<file path="config.mk">
export PLATFORM = sky130hd
export DESIGN_NAME = mgv_front
export DESIGN_NICKNAME = d
export VERILOG_FILES = /design/src/design/mgv_pkg.sv /design/src/design/mgv_front.sv
export SDC_FILE = /design/constraint.sdc
export NUM_CORES = 1
export LEC_CHECK = 0
export BUFFER_PORTS_ARGS = -buffer_cell sky130_fd_sc_hd__clkbuf_2
export CAP_MARGIN = 20
export CORE_ASPECT_RATIO = 0.8
export CORE_MARGIN = 5
export CORE_UTILIZATION = 52
export CTS_CLUSTER_SIZE = 10
export DETAILED_ROUTE_END_ITERATION = 16
export HOLD_SLACK_MARGIN = 0.15
export PLACE_DENSITY = 0.79
export SETUP_SLACK_MARGIN = 0.5
export SKIP_CTS_REPAIR_TIMING = 1
export SLEW_MARGIN = 40
export SYNTH_ARGS = -nofsm -noshare
export SYNTH_HDL_FRONTEND = slang
export SYNTH_SLANG_ARGS = --single-unit
</file>
<file path="constraint.sdc">
create_clock -name clk -period 5.4 [get_ports clk]
set_clock_uncertainty 0.1 [all_clocks]
set_input_delay 0.54 -clock clk [delete_from_list [all_inputs] [get_ports clk]]
set_output_delay 0.54 -clock clk [all_outputs]
set_load 0.01 [all_outputs]
</file>
<file path="src/design/mgv_pkg.sv">
package mgv_pkg;

    localparam int GPOS_W = 28;
    localparam logic signed [GPOS_W-1:0] GPOS_MAX = 28'sh7ffffff;
    localparam logic signed [GPOS_W-1:0] GPOS_MIN = -28'sh8000000;
    localparam logic [16:0] ONE_Q16 = 17'h10000;
    localparam logic [15:0] HALF_Q16 = 16'h8000;

    localparam logic CMD_WRITE = 1'b0;
    localparam logic CMD_QUERY = 1'b1;

    localparam logic [1:0] REG_WIDTH = 2'd0;
    localparam logic [1:0] REG_HEIGHT = 2'd1;
    localparam logic [1:0] REG_INV = 2'd2;

    typedef struct packed {
        logic        command;
        logic [5:0]  cell_x;
        logic [5:0]  cell_y;
        logic [31:0] data_u;
        logic [31:0] data_v;
    } item_t;

endpackage

</file>
<file path="src/design/mgv_front.sv">
module mgv_front (
    input  logic              clk,
    input  logic              rst_n,
    input  logic              in_valid,
    output logic              in_ready,
    input  mgv_pkg::item_t    in_item,
    output logic              q_valid,
    input  logic              q_ready,
    output mgv_pkg::item_t    q_item
);

    logic [1:0]     cnt_reg;
    logic [1:0]     cnt_next;
    logic           wp_reg;
    logic           rp_reg;
    mgv_pkg::item_t buf_reg [2];
    logic           push;
    logic           pop;

    assign in_ready = (cnt_reg != 2'd2);
    assign push = in_valid && in_ready;
    assign q_valid = (cnt_reg != 2'd0);
    assign pop = q_valid && q_ready;
    assign q_item = buf_reg[rp_reg];

    always_comb
    begin
        cnt_next = cnt_reg;
        if (push && !pop)
        begin
            cnt_next = cnt_reg + 2'd1;
        end
        else if (pop && !push)
        begin
            cnt_next = cnt_reg - 2'd1;
        end
    end

    always_ff @(posedge clk or negedge rst_n)
    begin
        if (!rst_n)
        begin
            cnt_reg <= 2'd0;
            wp_reg <= 1'b0;
            rp_reg <= 1'b0;
        end
        else
        begin
            cnt_reg <= cnt_next;
            if (push)
            begin
                wp_reg <= ~wp_reg;
            end
            if (pop)
            begin
                rp_reg <= ~rp_reg;
            end
        end
    end

    always_ff @(posedge clk)
    begin
        if (push)
        begin
            buf_reg[wp_reg] <= in_item;
        end
    end

endmodule

</file>
* Word-level counts from Yosys, hierarchy flattened
Memory sizes are Yosys's and may differ from the RTL's.
Index checks and enable logic that the tools add are counted.
** Storage, ports and cells
- Register bits :: 4
- Bits in writable memories :: 154
- Bits of input ports :: 81
- Output and inout bits :: 79
- Logic and storage cells :: 21
- Memories kept :: 1
** Cells by class
- Add/subtract/negate cells :: 2
- Eq/ne operators :: 1
- Mux-type cells :: 4
- Bitwise logic cells :: 2
- Reduce and logical (&&, ||, !) cells :: 8
** Memory list
- buf_reg :: depth 2, width 77, read ports 1, clocked after Yosys merged registers in 0, wr ports 1, RTL line mgv_front.sv:16 : mgv_pkg::item_t buf_reg [2];
** Operator list (number)
- $logic_and A1 B1 Y1 :: 4
- $mux W2 :: 2
- $reduce_bool A2 Y1 :: 2
- $add A2 B1 Y2 const B :: 1
- $logic_not A1 Y1 :: 2
- $mux W1 :: 2
- $ne A2 B2 Y1 const B :: 1
- $not A1 Y1 :: 2
- $sub A2 B1 Y2 const B :: 1

* Logic depth before layout (Yosys ltp)
- Word-level depth :: 6
- Mapped depth :: 7
- Depth with buffers taken out :: 7

* Worst setup path after synthesis
OpenSTA, ideal clock, no wires.
- Kind :: register -> register
- From :: reg cnt_reg[0]
- To :: mem buf_reg[0][0] in the netlist's numbering (enable)
- Library setup time :: 0.513 ns
- Arrival :: 3.913 ns
- Data required time :: 4.787 ns
- Setup slack :: 0.875 ns
- Stages on the path, launching flop included :: 4
- Buffers on the path :: 0
- Cells stage by stage :: dfrtp_1 -> nand2b_1 -> nand2_1 -> nor2_1
** On the way
- Longest elaborated chain between the ends :: 4
** RTL lines
- from (decl) :: RTL line mgv_front.sv:12 : logic [1:0] cnt_reg;
- from (signal assigned) :: RTL line mgv_front.sv:49 : cnt_reg <= cnt_next;
- $ne A2 B2 Y1 :: RTL line mgv_front.sv:20 : assign in_ready = (cnt_reg != 2'd2);
- net in_ready :: RTL line mgv_front.sv:5 : output logic in_ready,
- $logic_and A1 B1 Y1 :: RTL line mgv_front.sv:21 : assign push = in_valid && in_ready;
- $mux W1 :: RTL line mgv_front.sv:63 : if (push)
- $mux W1 (not written as such) :: RTL line mgv_front.sv:65 : buf_reg[wp_reg] <= in_item;
- to (decl) :: RTL line mgv_front.sv:16
The timed path passes the listed nets, and every way through them passes these cells.

==> run summary <==
synth warn -> 0
Seq/Total Area, Yosys -> 81.0%
TritonCTS clock tree -> done
DIE HEIGHT -> 105 um
Post-Synth Simple-Gate Area -> 0.579%
# port buffers -> 159
clock sinks -> 158
final WL -> 10,600 um
final hold vios -> 0
ANT cells -> 0
top cell type by total area after synthesis -> edfxtp_1
Worst Hold Class -> input port to register
Post-route DRC -> 0
status -> finished, final reports clean
Total GRT Usage -> 16.5%
Compound-Gate Fraction of Synth Area -> 0%
max_slew headroom -> 50.0%
largest family of logic cells by synthesized area -> multiplexers
Iteration-0 DRC Markers -> 186
commonest non-fill, non-tap cell in the layout -> clkbuf_2
Area Growth Syn to Fin -> 28.6%
Clock transition at path regs -> 60 ps
#FFs+latches synth -> 158
total grt overflow -> 0
Fin Setup TNS -> 0 ps
Slew Limit Fails -> 0
worst IR drop on VDD -> 0.413 mV
via density per instance -> 5.00
Post-Synth Adder-Cell Area -> 0.215%
cell area power density -> 574 mW/mm^2
Post-DP HPWL -> 7140 um
final core occ -> 68.6%
cell area after synthesis -> 0.00583 sq mm
Max-cap violations -> 0
worst-skew pair later-pin latency -> 410 ps
Placer Congestion -> 0.756
top achievable clock speed -> 427 MHz
largest net degree at the start of global routing -> 78
CTS root buf -> clkbuf_16
Yosys cell types -> 15
Required @ worst endpoint -> 4760 ps
XOR/XNOR Fraction of Synth Area -> 0.751%
first-pass GRT wire length -> 16,600 um
most frequent cells in the layout -> 159 x clkbuf_2, 154 x edfxtp_1, 57 x mux2_2, 20 x mux2_4, 17 x clkbuf_16
routed length per instance -> 18.0 um
ranking of synthesized cells by area -> edfxtp_1 79%, mux2_2 11%, mux2_4 5.2%
clk buf depth -> 2
Tcrit/Tclk final -> 43.3%
Yosys top cell area share -> 79.3%
Std-Cell Rows -> 34
CP Launch Type -> register
Arrival @ worst endpoint -> 1700 ps
Die W -> 128 um
critical path fanouts, max -> 35
Cell Count, Final, Fillers Out -> 589
vias -> 2,945
Inserted Clock Buffers -> 17
Pleak -> 2.93 nW
Pre-Repair DR Iteration Count -> 4
CTS H-tree lvls -> 4
vias in the first global route -> 3,252
ANT nets after route -> 0
Placed Cells -> 556
Slew @ Worst Pin -> 751 ps
Post-Layout Inst Area -> 0.00750 sq mm
min Tclk post-route -> 2340 ps
# setup viols final -> 0
initial core utilization -> 53.3%
core footprint -> 0.0109 sq mm
placed cell area -> 0.00682 sq mm
max reg flops -> 154
Worst Path Class, Setup -> register to primary output
IO Pins -> 160
syn_area_per_cell -> 22.6 sq um
post-layout net count -> 514
CP endpoint kind -> primary output
Post-Syn Instances -> 258
multiplexer area fraction after synthesis -> 16.2%
layout cells sized above 1 -> 61.3%
RSZ-0062 raised after global routing -> no
syn_nets -> 340
antenna violations before repair -> 0
Total Die Area -> 0.0134 sq mm
[through the flow]
step           power (W)  hold slack, ps  worst slack (ps)
2_1_floorplan    0.00258             144               875
3_3_place_gp     0.00295             251              3000
3_5_place_dp     0.00302             260              3430
4_1_cts          0.00436            -188              3030
5_1_grt          0.00451             195              2990
6_report         0.00431             218              3060
[layer usage]
layer / global-route usage, % / wire length (um)
met1: 19.7 / 4340
met3: 7.14 / 1000
met4: 6.59 / 159
met5: 0 / 0
met2: 26.4 / 5110
[worst paths after layout]
check                       startpoint             end  slack, ps  depth (start not counted)
max                             rp_reg       q_item[1]       3060                          3
min                        in_item[72]  buf_reg[1][72]        220                          1
min reg2reg                 cnt_reg[1]      cnt_reg[1]        410                          1
min in group asynchronous        rst_n          wp_reg        370                          2
max reg2reg                 cnt_reg[0]  buf_reg[0][17]       3470                          4
max in group asynchronous        rst_n          rp_reg       4670                          2
[critical path, cell delays in order (launching register included)]
cell      delay (ps)
dfrtp_4          500
buf_12           250
mux2_2           360
clkbuf_2         140
[kinds of logic after synthesis]
logic type,count (synthesis)
xor+xnor,5
fa+ha+maj,1
buf+inv,10
flops,158
mux,77
simple gates,7
[synth_stat cells]
cell type	instances
inv_1	1
ha_1	1
buf_6	4
nor2_1	2
xnor2_1	3
nand2b_1	1
xor2_1	2
mux2_4	20
dfrtp_1	4
mux2_2	57
edfxtp_1	154
buf_2	5
and3_1	1
or2_2	1
nand2_1	2
[layout make-up]
| class | count | area [sq um] |
|---|---|---|
| sequential | 158 | 4730 |
| clock inverter | 14 | 238 |
| tap | 144 | 180 |
| inverter | 1 | 3.75 |
| fill | 730 | 3430 |
| timing repair buffer | 164 | 877 |
| multi-input combinational | 90 | 1040 |
| clock buffer | 18 | 429 |
[report_power, final]
group          switching [W]  internal (W)  total, W
clock               0.000461      0.000869   0.00133
combinational       0.000635      0.000576   0.00121
sequential         0.0000829       0.00168   0.00176
total                0.00118       0.00313   0.00431
Note: power is estimated with default switching activity, not from simulation.
